## src/hdl/lbsc_pkg.sv

```systemverilog
`timescale 1ns / 1ps

package lbsc_pkg;

  localparam int unsigned ValW   = 24;  // q12.12 values
  localparam int unsigned GainW  = 16;  // q8.8 gains
  localparam int unsigned DtW    = 16;  // q0.16 tick time
  localparam int unsigned OpAW   = 26;  // widest error term
  localparam int unsigned OpBW   = 17;  // gain or zero-extended dt
  localparam int unsigned ProdW  = OpAW + OpBW;
  localparam int unsigned AccW   = 48;
  localparam int unsigned StepW  = 3;
  localparam int unsigned CfgIdxW = 3;

  // register indexes of the configuration port
  localparam logic [CfgIdxW-1:0] RegGainPos   = 3'd0;
  localparam logic [CfgIdxW-1:0] RegGainVel   = 3'd1;
  localparam logic [CfgIdxW-1:0] RegGainPitch = 3'd2;
  localparam logic [CfgIdxW-1:0] RegGainPRate = 3'd3;
  localparam logic [CfgIdxW-1:0] RegGainYaw   = 3'd4;
  localparam logic [CfgIdxW-1:0] RegGainYRate = 3'd5;
  localparam logic [CfgIdxW-1:0] RegStandThr  = 3'd6;

  // order of the products through the shared multiplier
  localparam logic [StepW-1:0] StepVel   = 3'd0;
  localparam logic [StepW-1:0] StepPitch = 3'd1;
  localparam logic [StepW-1:0] StepPRate = 3'd2;
  localparam logic [StepW-1:0] StepPos   = 3'd3;
  localparam logic [StepW-1:0] StepYaw   = 3'd4;
  localparam logic [StepW-1:0] StepYRate = 3'd5;
  localparam logic [StepW-1:0] StepLast  = StepYRate;

  typedef struct packed {
    logic             ofs_mul;
    logic             ofs_add;
    logic             mac_mul;
    logic             mac_acc;
    logic             fin;
    logic [StepW-1:0] step;
  } ctrl_t;

endpackage

```

## src/hdl/lbsc_mult.sv

```systemverilog
`timescale 1ns / 1ps

module lbsc_mult (
  input  logic                                  clk_i,
  input  logic                                  en_i,
  input  logic signed [lbsc_pkg::OpAW-1:0]      op_a_i,
  input  logic signed [lbsc_pkg::OpBW-1:0]      op_b_i,
  output logic signed [lbsc_pkg::ProdW-1:0]     prod_o
);
  import lbsc_pkg::*;

  logic signed [ProdW-1:0] prod_d, prod_q;

  assign prod_d = ProdW'(op_a_i) * ProdW'(op_b_i);

  always_ff @(posedge clk_i) begin
    if (en_i) begin
      prod_q <= prod_d;
    end
  end

  assign prod_o = prod_q;

endmodule

```

## src/hdl/lbsc_seq.sv

```systemverilog
`timescale 1ns / 1ps

module lbsc_seq (
  input  logic            clk_i,
  input  logic            rst_ni,
  input  logic            start_i,
  input  logic            out_free_i,
  output logic            idle_o,
  output lbsc_pkg::ctrl_t ctrl_o
);
  import lbsc_pkg::*;

  typedef enum logic [5:0] {
    StIdle   = 6'b000001,
    StOfsMul = 6'b000010,
    StOfsAdd = 6'b000100,
    StMacMul = 6'b001000,
    StMacAcc = 6'b010000,
    StFin    = 6'b100000
  } state_e;

  state_e           state_d, state_q;
  logic [StepW-1:0] step_d, step_q;

  always_comb begin
    state_d = state_q;
    step_d  = step_q;
    unique case (state_q)
      StIdle: begin
        if (start_i) state_d = StOfsMul;
      end
      StOfsMul: state_d = StOfsAdd;
      StOfsAdd: begin
        state_d = StMacMul;
        step_d  = StepVel;
      end
      StMacMul: state_d = StMacAcc;
      StMacAcc: begin
        if (step_q == StepLast) begin
          state_d = StFin;
        end else begin
          state_d = StMacMul;
          step_d  = step_q + 3'd1;
        end
      end
      StFin: begin
        if (out_free_i) state_d = StIdle;
      end
      default: state_d = StIdle;
    endcase
  end

  always_ff @(posedge clk_i or negedge rst_ni) begin
    if (!rst_ni) begin
      state_q <= StIdle;
      step_q  <= StepVel;
    end else begin
      state_q <= state_d;
      step_q  <= step_d;
    end
  end

  assign idle_o          = (state_q == StIdle);
  assign ctrl_o.ofs_mul  = (state_q == StOfsMul);
  assign ctrl_o.ofs_add  = (state_q == StOfsAdd);
  assign ctrl_o.mac_mul  = (state_q == StMacMul);
  assign ctrl_o.mac_acc  = (state_q == StMacAcc);
  assign ctrl_o.fin      = (state_q == StFin) && out_free_i;
  assign ctrl_o.step     = step_q;

endmodule

```

## src/hdl/lqr_balance_steer_control.sv

```systemverilog
`timescale 1ns / 1ps

// lqr balance and steering controller, one control tick per input item.
// every tick first adds round(target_speed * tick_dt) into a saturating speed
// offset, then forms the balance sum from four q8.8 gains (velocity, pitch,
// pitch rate, position error) and the steering sum from two gains (yaw error,
// yaw rate), all through one shared 26x17 multiplier with a registered product.
// left = sat(balance - steer), right = sat(balance + steer), rounded half up to
// q12.12; both are zero while leg_pos is below the stand threshold or stop is
// set, though the offset is still updated. after accept the sequencer steps
// through an offset product and update, a multiply and an accumulate for each
// of the six products, and a final step that rounds and saturates into the
// output register. input ready is high only while the sequencer is idle, so a
// new item is taken only once the last one is through; the final step waits
// until the output register is free. the result register lets the next item
// be accepted while the last result waits. gain and threshold writes are
// taken in any cycle and must only be made while idle.
module lqr_balance_steer_control (
  input  logic         clk_i,
  input  logic         rst_ni,

  // configuration writes
  input  logic         cfg_valid_i,
  output logic         cfg_ready_o,
  input  logic [2:0]   cfg_index_i,
  input  logic [23:0]  cfg_data_i,

  // input items
  input  logic         s_axis_tvalid,
  output logic         s_axis_tready,
  // from bit 0: pos_x, vel_x, pitch_angle, pitch_rate, yaw_angle, yaw_rate,
  // leg_pos, target_x, target_speed, target_yaw (24 each), tick_dt (16),
  // stop (1), zero fill (7)
  input  logic [263:0] s_axis_tdata,

  // result items
  output logic         m_axis_tvalid,
  input  logic         m_axis_tready,
  // from bit 0: left_drive (24), right_drive (24)
  output logic [47:0]  m_axis_tdata
);
  import lbsc_pkg::*;

  localparam logic signed [ValW-1:0] ValMax = {1'b0, {(ValW-1){1'b1}}};
  localparam logic signed [ValW-1:0] ValMin = {1'b1, {(ValW-1){1'b0}}};

  // configuration registers
  logic signed [GainW-1:0] g_pos_q, g_vel_q, g_pitch_q, g_prate_q, g_yaw_q, g_yrate_q;
  logic signed [ValW-1:0]  thr_q;

  // captured item
  logic signed [ValW-1:0] px_q, vx_q, pa_q, pr_q, ya_q, yr_q, leg_q, tx_q, ts_q, ty_q;
  logic                   stop_q;

  // state and datapath registers
  logic signed [ValW-1:0]  ofs_d, ofs_q;
  logic signed [OpAW-1:0]  op_a_d, op_a_q;
  logic signed [OpBW-1:0]  op_b_d, op_b_q;
  logic signed [AccW-1:0]  acc_b_q, acc_s_q;
  logic                    out_valid_q;
  logic [47:0]             out_data_q;

  logic            accept;
  logic            idle;
  logic            out_free;
  ctrl_t           ctrl;
  logic [StepW-1:0] nstep;
  logic signed [ProdW-1:0] prod;

  assign cfg_ready_o   = 1'b1;
  assign s_axis_tready = idle;
  assign accept        = s_axis_tvalid && idle;
  assign out_free      = !out_valid_q || m_axis_tready;

  always_ff @(posedge clk_i or negedge rst_ni) begin
    if (!rst_ni) begin
      g_pos_q   <= 16'sd0;
      g_vel_q   <= -16'sd648;
      g_pitch_q <= -16'sd2993;
      g_prate_q <= -16'sd506;
      g_yaw_q   <= 16'sd533;
      g_yrate_q <= 16'sd108;
      thr_q     <= 24'sd3277;
    end else if (cfg_valid_i) begin
      case (cfg_index_i)
        RegGainPos:   g_pos_q   <= cfg_data_i[GainW-1:0];
        RegGainVel:   g_vel_q   <= cfg_data_i[GainW-1:0];
        RegGainPitch: g_pitch_q <= cfg_data_i[GainW-1:0];
        RegGainPRate: g_prate_q <= cfg_data_i[GainW-1:0];
        RegGainYaw:   g_yaw_q   <= cfg_data_i[GainW-1:0];
        RegGainYRate: g_yrate_q <= cfg_data_i[GainW-1:0];
        RegStandThr:  thr_q     <= cfg_data_i[ValW-1:0];
        default: ;  // unused index, write dropped
      endcase
    end
  end

  lbsc_seq u_seq (
    .clk_i      (clk_i),
    .rst_ni     (rst_ni),
    .start_i    (accept),
    .out_free_i (out_free),
    .idle_o     (idle),
    .ctrl_o     (ctrl)
  );

  lbsc_mult u_mult (
    .clk_i  (clk_i),
    .en_i   (ctrl.ofs_mul || ctrl.mac_mul),
    .op_a_i (op_a_q),
    .op_b_i (op_b_q),
    .prod_o (prod)
  );

  // offset step: round half up the q12.28 product back to q12.12, add, saturate
  logic signed [ProdW-1:0] ofs_round;
  logic signed [ValW+3:0]  ofs_sum;

  assign ofs_round = prod + ProdW'(32768);
  assign ofs_sum   = {{4{ofs_q[ValW-1]}}, ofs_q}
                   + {ofs_round[ProdW-1], ofs_round[ProdW-1:16]};

  always_comb begin
    ofs_d = ofs_q;
    if (ctrl.ofs_add) begin
      if (ofs_sum > (ValW+4)'(ValMax))      ofs_d = ValMax;
      else if (ofs_sum < (ValW+4)'(ValMin)) ofs_d = ValMin;
      else                                  ofs_d = ofs_sum[ValW-1:0];
    end
  end

  // operands for the next product; the position error goes after the offset update
  assign nstep = ctrl.ofs_add ? StepVel : ctrl.step + 3'd1;

  always_comb begin
    op_a_d = op_a_q;
    op_b_d = op_b_q;
    if (accept) begin
      op_a_d = {{2{s_axis_tdata[215]}}, s_axis_tdata[215:192]};
      op_b_d = {1'b0, s_axis_tdata[255:240]};
    end else if (ctrl.ofs_add || (ctrl.mac_acc && ctrl.step != StepLast)) begin
      case (nstep)
        StepVel: begin
          op_a_d = {{2{vx_q[ValW-1]}}, vx_q} - {{2{ts_q[ValW-1]}}, ts_q};
          op_b_d = {g_vel_q[GainW-1], g_vel_q};
        end
        StepPitch: begin
          op_a_d = {{2{pa_q[ValW-1]}}, pa_q} - {{2{tx_q[ValW-1]}}, tx_q};
          op_b_d = {g_pitch_q[GainW-1], g_pitch_q};
        end
        StepPRate: begin
          op_a_d = {{2{pr_q[ValW-1]}}, pr_q};
          op_b_d = {g_prate_q[GainW-1], g_prate_q};
        end
        StepPos: begin
          op_a_d = {{2{px_q[ValW-1]}}, px_q} - {{2{tx_q[ValW-1]}}, tx_q}
                 - {{2{ofs_q[ValW-1]}}, ofs_q};
          op_b_d = {g_pos_q[GainW-1], g_pos_q};
        end
        StepYaw: begin
          op_a_d = {{2{ya_q[ValW-1]}}, ya_q} - {{2{ty_q[ValW-1]}}, ty_q};
          op_b_d = {g_yaw_q[GainW-1], g_yaw_q};
        end
        StepYRate: begin
          op_a_d = {{2{yr_q[ValW-1]}}, yr_q};
          op_b_d = {g_yrate_q[GainW-1], g_yrate_q};
        end
        default: begin
          op_a_d = '0;
          op_b_d = '0;
        end
      endcase
    end
  end

  // final rounding and saturation
  logic signed [AccW-1:0] sum_l, sum_r;
  logic signed [ValW-1:0] left_v, right_v;
  logic                   hold;

  assign sum_l = acc_b_q - acc_s_q + AccW'(128);
  assign sum_r = acc_b_q + acc_s_q + AccW'(128);
  assign hold  = (leg_q < thr_q) || stop_q;

  always_comb begin
    if ($signed(sum_l[AccW-1:8]) > (AccW-8)'(ValMax))      left_v = ValMax;
    else if ($signed(sum_l[AccW-1:8]) < (AccW-8)'(ValMin)) left_v = ValMin;
    else                                                   left_v = sum_l[ValW+7:8];
    if ($signed(sum_r[AccW-1:8]) > (AccW-8)'(ValMax))      right_v = ValMax;
    else if ($signed(sum_r[AccW-1:8]) < (AccW-8)'(ValMin)) right_v = ValMin;
    else                                                   right_v = sum_r[ValW+7:8];
    if (hold) begin
      left_v  = '0;
      right_v = '0;
    end
  end

  // payload registers
  always_ff @(posedge clk_i) begin
    if (accept) begin
      px_q   <= s_axis_tdata[23:0];
      vx_q   <= s_axis_tdata[47:24];
      pa_q   <= s_axis_tdata[71:48];
      pr_q   <= s_axis_tdata[95:72];
      ya_q   <= s_axis_tdata[119:96];
      yr_q   <= s_axis_tdata[143:120];
      leg_q  <= s_axis_tdata[167:144];
      tx_q   <= s_axis_tdata[191:168];
      ts_q   <= s_axis_tdata[215:192];
      ty_q   <= s_axis_tdata[239:216];
      stop_q <= s_axis_tdata[256];
    end
    op_a_q <= op_a_d;
    op_b_q <= op_b_d;
    if (accept) begin
      acc_b_q <= '0;
      acc_s_q <= '0;
    end else if (ctrl.mac_acc) begin
      // balance products first, then steering
      if (ctrl.step < StepYaw) acc_b_q <= acc_b_q + AccW'(prod);
      else                     acc_s_q <= acc_s_q + AccW'(prod);
    end
    if (ctrl.fin) begin
      out_data_q <= {right_v, left_v};
    end
  end

  // control state
  always_ff @(posedge clk_i or negedge rst_ni) begin
    if (!rst_ni) begin
      ofs_q       <= '0;
      out_valid_q <= 1'b0;
    end else begin
      ofs_q <= ofs_d;
      if (ctrl.fin)           out_valid_q <= 1'b1;
      else if (m_axis_tready) out_valid_q <= 1'b0;
    end
  end

  assign m_axis_tvalid = out_valid_q;
  assign m_axis_tdata  = out_data_q;

endmodule
```

## config.mk

```make
export PLATFORM = sky130hd
export DESIGN_NAME = lqr_balance_steer_control
export DESIGN_NICKNAME = d
export VERILOG_FILES = /design/src/hdl/lbsc_pkg.sv /design/src/hdl/lbsc_mult.sv /design/src/hdl/lbsc_seq.sv /design/src/hdl/lqr_balance_steer_control.sv
export SDC_FILE = /design/constraint.sdc
export NUM_CORES = 2
export LEC_CHECK = 0
export BUFFER_PORTS_ARGS = -buffer_cell sky130_fd_sc_hd__buf_2
export CAP_MARGIN = 10
export CORE_MARGIN = 2
export CORE_UTILIZATION = 40
export DETAILED_ROUTE_END_ITERATION = 8
export PLACE_DENSITY = 0.57
export SYNTH_ARGS = -nofsm -noshare
export SYNTH_HDL_FRONTEND = slang
export SYNTH_HIERARCHICAL = 1
export SYNTH_SLANG_ARGS = --single-unit
```

## constraint.sdc

```tcl
create_clock -name clk_i -period 23 [get_ports clk_i]
set_clock_uncertainty 0.05 [all_clocks]
set_input_delay 4.6 -clock clk_i [delete_from_list [all_inputs] [get_ports clk_i]]
set_output_delay 4.6 -clock clk_i [all_outputs]
set_load 0.01 [all_outputs]
```

# Yosys cells after proc, flatten, opt, wreduce, memory -nomap -nowiden
# Cells that the tools add are included.
# word_totals
elab_cells,124
reg_bits,625
output_inout_bits,51
inputBits,296
# classes
mux,21
n_eq_ne,22
n_bitwise,1
order_cmp,8
multipliers,1
n_addsub,14
reduce_logical,26
# ops
operator,n
$pmux 26 s6,1
$pmux 17 s6,1
$sub 24x24->25,4
$add 48x43->48,2
$add 48x9->48 const B,2
$mux 24,4
$gt 40x24->1 const B,2
$lt 40x24->1 const B,2
$mux 26,2
$add 48x48->48,1
$sub 48x48->48,1
$mux 23,2
$add 43x17->43 const B,1
$mul 26x17->43,1
$pmux 6 s6,1
$mux 16,2
$add 24x27->28,1
$gt 28x24->1 const B,1
$lt 28x24->1 const B,1
$sub 25x24->26,1
$lt 24x24->1,1
$reduce_and 2->1,11
$eq 3x3->1 const B,6
$mux 6,3
other kinds (23),39

# Logic depth before layout (Yosys ltp)
# depth
depth_word,6
ltp_mapped,24
mapped_depth_nobuf,22

# Cells and area by module
# The synthesis kept the hierarchy.
# modules_own_cells
module,area_each_um2,n_inst,seq_area_each_um2,cells_per_inst
lqr_balance_steer_control,40298.6,1,15566.2,4159
lbsc_mult,17085.1,1,1291.2,1818
lbsc_seq,514.2,1,226.5,52

# Worst setup path after synthesis
# No wires, ideal clock.
# synth_path
path_kind,input-to-reg
startpoint,input port s_axis_tvalid
endpoint,register leg_q[0] (enable)
t_arrival_ns,12.064
path_stages,5
path_buffers,3
required_time_ns,22.248
setup_time_ns,0.702
slack_ns,10.184
path_cell_list,nand2_1 -> inv_1 -> clkbuf_1 -> clkbuf_1 -> clkbuf_1
# synth_via
elab_chain_len,1
# synth_rtl
item,line_no,rtl
from (decl),lqr_balance_steer_control.sv:29,"input logic s_axis_tvalid,"
$logic_and 1x1->1,lqr_balance_steer_control.sv:72,assign accept = s_axis_tvalid && idle;
via accept,lqr_balance_steer_control.sv:63,logic accept;
to (signal assigned),lqr_balance_steer_control.sv:207,leg_q <= s_axis_tdata[167:144];
to (decl),lqr_balance_steer_control.sv:52,"logic signed [ValW-1:0] px_q, vx_q, pa_q, pr_q, ya_q, yr_q, leg_q, tx_q, ts_q, ty_q;"
# The timed path passes the listed nets, and every way through them passes these cells.
# A chain may end at the register's enable or synchronous reset.

# Final worst setup path
# layout_path
startpoint,register op_b_q[1]
endpoint,"register u_mult.prod_q[41] (netlist: u_mult/prod_o[41]), data pin"
# layout_via
elab_chain_len,1
# layout_rtl
item,line_no,rtl
from (decl),lqr_balance_steer_control.sv:58,"logic signed [OpBW-1:0] op_b_d, op_b_q;"
from (signal assigned),lqr_balance_steer_control.sv:214,op_b_q <= op_b_d;
$mul 26x17->43,lbsc_mult.sv:14,assign prod_d = ProdW'(op_a_i) * ProdW'(op_b_i);
via u_mult.prod_d[41],lbsc_mult.sv:12,"logic signed [ProdW-1:0] prod_d, prod_q;"
to (signal assigned),lbsc_mult.sv:18,prod_q <= prod_d;
to (decl),lbsc_mult.sv:12,
# The timed path passes the listed nets, and every way through them passes these cells.

==> flow_metrics.tcl <==
set metrics [dict create \
    status "finished with violations" \
    violations "DRC" \
    ys_ff_latch 625 \
    synthArstFlopShare 0.246 \
    r2r-start "op_b_q[1]" \
    grt_pass1_wl_mm 260 \
    post_cts_resized 0 \
    cp-start-kind "register" \
    grt_overflow 0 \
    cts_buffer_depth 3 \
    slew_headroom 0.229 \
    regToRegEndpoint "u_mult/prod_o[41]" \
    fin_setup_tns_ps 0 \
    hp-start "acc_b_q[7]" \
    crit_type "register to register" \
    antenna_found_initial 21 \
    required_ps 23360 \
    place_congestion 0.905 \
    r2r_slack_ps 15320 \
    grt_max_degree 179 \
    setup_viol 0 \
    cts.htree.levels 3 \
    timing.hold.ws_ps 429 \
    die_w_um 384 \
    min_path_type "register to register" \
    path_buf_inv 4 \
    portBuffers 338 \
    cts.sinks 625 \
    timing.final.crit_share 0.334 \
    drv_slew 0 \
    ctsHoldBuffers 0 \
    whs_endpoint "acc_b_q[7]" \
    synthCells 6029 \
    critPathArrivalTime_ps 8040 \
    cpMaxStageDelayCell "fa_1" \
    cts_buffers 76 \
    post_cts_buffers 0 \
    ant_nets 0 \
    synth-seq-area-share 0.295 \
    period_needed_ps 7680 \
    drt-wirelength-per-cell_um 20.3 \
    synth_nets 7319 \
    core_mm2 0.144 \
    holdPathStages 2 \
    fin_util 0.447 \
    crit_family "adder cells" \
    cpPeakStageDelay_ps 1210 \
    initial_utilization 0.403 \
    wl_mm 167 \
    cp_cell_sequence "and2_1 -> ha_1 -> fa_1 -> inv_1 -> fa_1 -> inv_1 -> fa_1 -> inv_1 -> fa_1 -> inv_1 -> ha_1 -> or3_1 -> o311a_1 -> a31oi_1 -> nand3_1 -> a31oi_1 -> o21ai_0 -> xor2_1" \
    cp-end-kind "register" \
    worstPathMaxFanout 26 \
    rows 139 \
    worstMarginPinSlew_ps 1150 \
    fillCellCount 14100 \
    cts_tree "yes" \
    pin_count 347 \
    grt_usage 0.226 \
    vias 44700 \
    timing.fmax_ghz 0.130 \
    detailed_place_hpwl_mm 131 \
    synthToLayoutAreaGrowth_pct 10.9 \
    nNetsFinal 7556 \
    place_ws_ps 15250 \
    hold_viol_final 0 \
    drive_gt1_frac 0.122 \
    clk_latency_ps 700 \
    synth_area_mm2 0.0579 \
    path_clk_slew_ps 60 \
    die-area_mm2 0.148 \
    drv_cap 0 \
    cts_root_buf "clkbuf_16" \
    setup_ws_ps 15320 \
    synth_cell_types 115 \
    synth_area_per_cell_um2 9.60 \
    grt_pass1_vias 45400 \
    reg2regPathDepth 18 \
    dieHeight_um 384 \
    drtIter0Drc 3113 \
    synth_edf_count 374 \
    grt_setup_unrepaired "no" \
    dr.pass1.iters 9 \
    via_per_inst 5.43 \
    synth_flop_cell "edfxtp_1" \
    ys_warn_count 6 \
    route.detailed.drc 24 \
]
registers in the layout, summed over array words and instances, names as in the netlist, 26 cells and up:
name,count
acc_s_q,48
m_axis_tdata,48
u_mult/prod_o,43
op_a_q,26
acc_b_q,48
final cells by class:
cell class / count / area, µm² / share of cell area
clock buffer: 98 / 2140 / 0.0333
antenna: 5 / 12.5 / 0.000195
inverter: 768 / 2890 / 0.0450
sequential: 625 / 17100 / 0.266
timing repair buffer: 384 / 2060 / 0.0320
tap: 1903 / 2380 / 0.0371
multi-input combinational: 4411 / 37100 / 0.578
clock inverter: 42 / 528 / 0.00823
routing by layer:
metal | vias to the layer above | global-route usage | wire (µm)
met5 | - | 0 | 184
met4 | 28 | 0.0648 | 5110
met3 | 258 | 0.0348 | 8630
met2 | 1206 | 0.385 | 80000
met1 | 21900 | 0.295 | 73300
li1 | 21300 | - | -
placed cells by master (no fill, tap or decap), types with 42 or more instances in the layout:
cell       Yosys  layout
buf_4          6      45
buf_2         20     337
xnor2_1      199     199
nor3_1        72      69
dfrtp_1      108     107
dfstp_2       46      46
and3_1        45      44
o21ai_0      201     201
xor2_1       113     113
and2_1       205     205
ha_1         533     533
nand4_1       58      58
edfxtp_1     374     374
a31oi_1       67      66
fa_1         461     461
nand3_1       81      81
a211oi_1      44      44
dfxtp_1       97      97
inv_1        766     765
nor2_1       270     270
a21oi_1      437     437
o21bai_1      42      42
mux2_2       137     137
nand2_1      620     618
a21o_1       208     208
clkbuf_16      0      80
nand2b_1      57      56
stage by stage:
| stage | cells | area [µm²] |
|---|---|---|
| final | 8236 | 64200 |
| after global routing | 8233 | 64200 |
| after CTS | 8231 | 64200 |
| after detailed placement | 8091 | 61500 |
| after global placement | 8091 | 61500 |
| after floorplan | 6029 | 57900 |
worst max path at each step:
stage | depth (start not counted) | slack [ps] | to | from
2_1_floorplan | 5 | 10180 | leg_q[0] | s_axis_tvalid
3_3_place_gp | 20 | 15480 | u_mult/prod_o[41] | op_b_q[16]
3_5_place_dp | 18 | 15250 | u_mult/prod_o[41] | op_b_q[0]
4_1_cts | 18 | 15220 | u_mult/prod_o[41] | op_b_q[1]
5_1_grt | 18 | 14910 | u_mult/prod_o[41] | op_b_q[0]
6_report | 18 | 15320 | u_mult/prod_o[41] | op_b_q[1]
cells in the mapped netlist (37+ instances only):
master | n | share of area
and3_1 | 45 | 0.0049
dfrtp_1 | 108 | 0.047
nor3_1 | 72 | 0.0062
o21ai_1 | 37 | 0.0032
inv_1 | 766 | 0.050
a211oi_1 | 44 | 0.0057
mux2_2 | 137 | 0.027
and2_1 | 205 | 0.022
ha_1 | 533 | 0.12
nor2_1 | 270 | 0.018
nand2b_1 | 57 | 0.0062
o21bai_1 | 42 | 0.0054
dfxtp_1 | 97 | 0.034
nand3_1 | 81 | 0.0070
nand2_1 | 620 | 0.040
a31oi_1 | 67 | 0.0072
fa_1 | 461 | 0.16
o21ai_0 | 201 | 0.017
xnor2_1 | 199 | 0.030
clkbuf_1 | 185 | 0.012
a21o_1 | 208 | 0.027
a21oi_1 | 437 | 0.038
nand4_1 | 58 | 0.0063
edfxtp_1 | 374 | 0.19
o21a_1 | 41 | 0.0053
xor2_1 | 113 | 0.017
dfstp_2 | 46 | 0.021
logic make-up after synthesis:
group / synth area share
AND/OR/NAND/NOR: 0.133
AO/OA/AOI/OAI: 0.155
adder cells (fa/ha/maj): 0.275
buffers and inverters: 0.0656
flip-flops: 0.295
XOR/XNOR: 0.0475
multiplexers: 0.0294
other: 0.0000648
worst reg2reg max path: cells and delay by family, from the launching register on:
family                   cells  cell delay (ps)
XOR/XNOR                     1              410
flip-flops                   1              970
AO/OA/AOI/OAI                4             1190
buffers and inverters        4              490
adder cells (fa/ha/maj)      6             3500
AND/OR/NAND/NOR              3              790
Power is not shown: default switching activity piles up to over one toggle a cycle in this logic, so the estimate is an artifact.
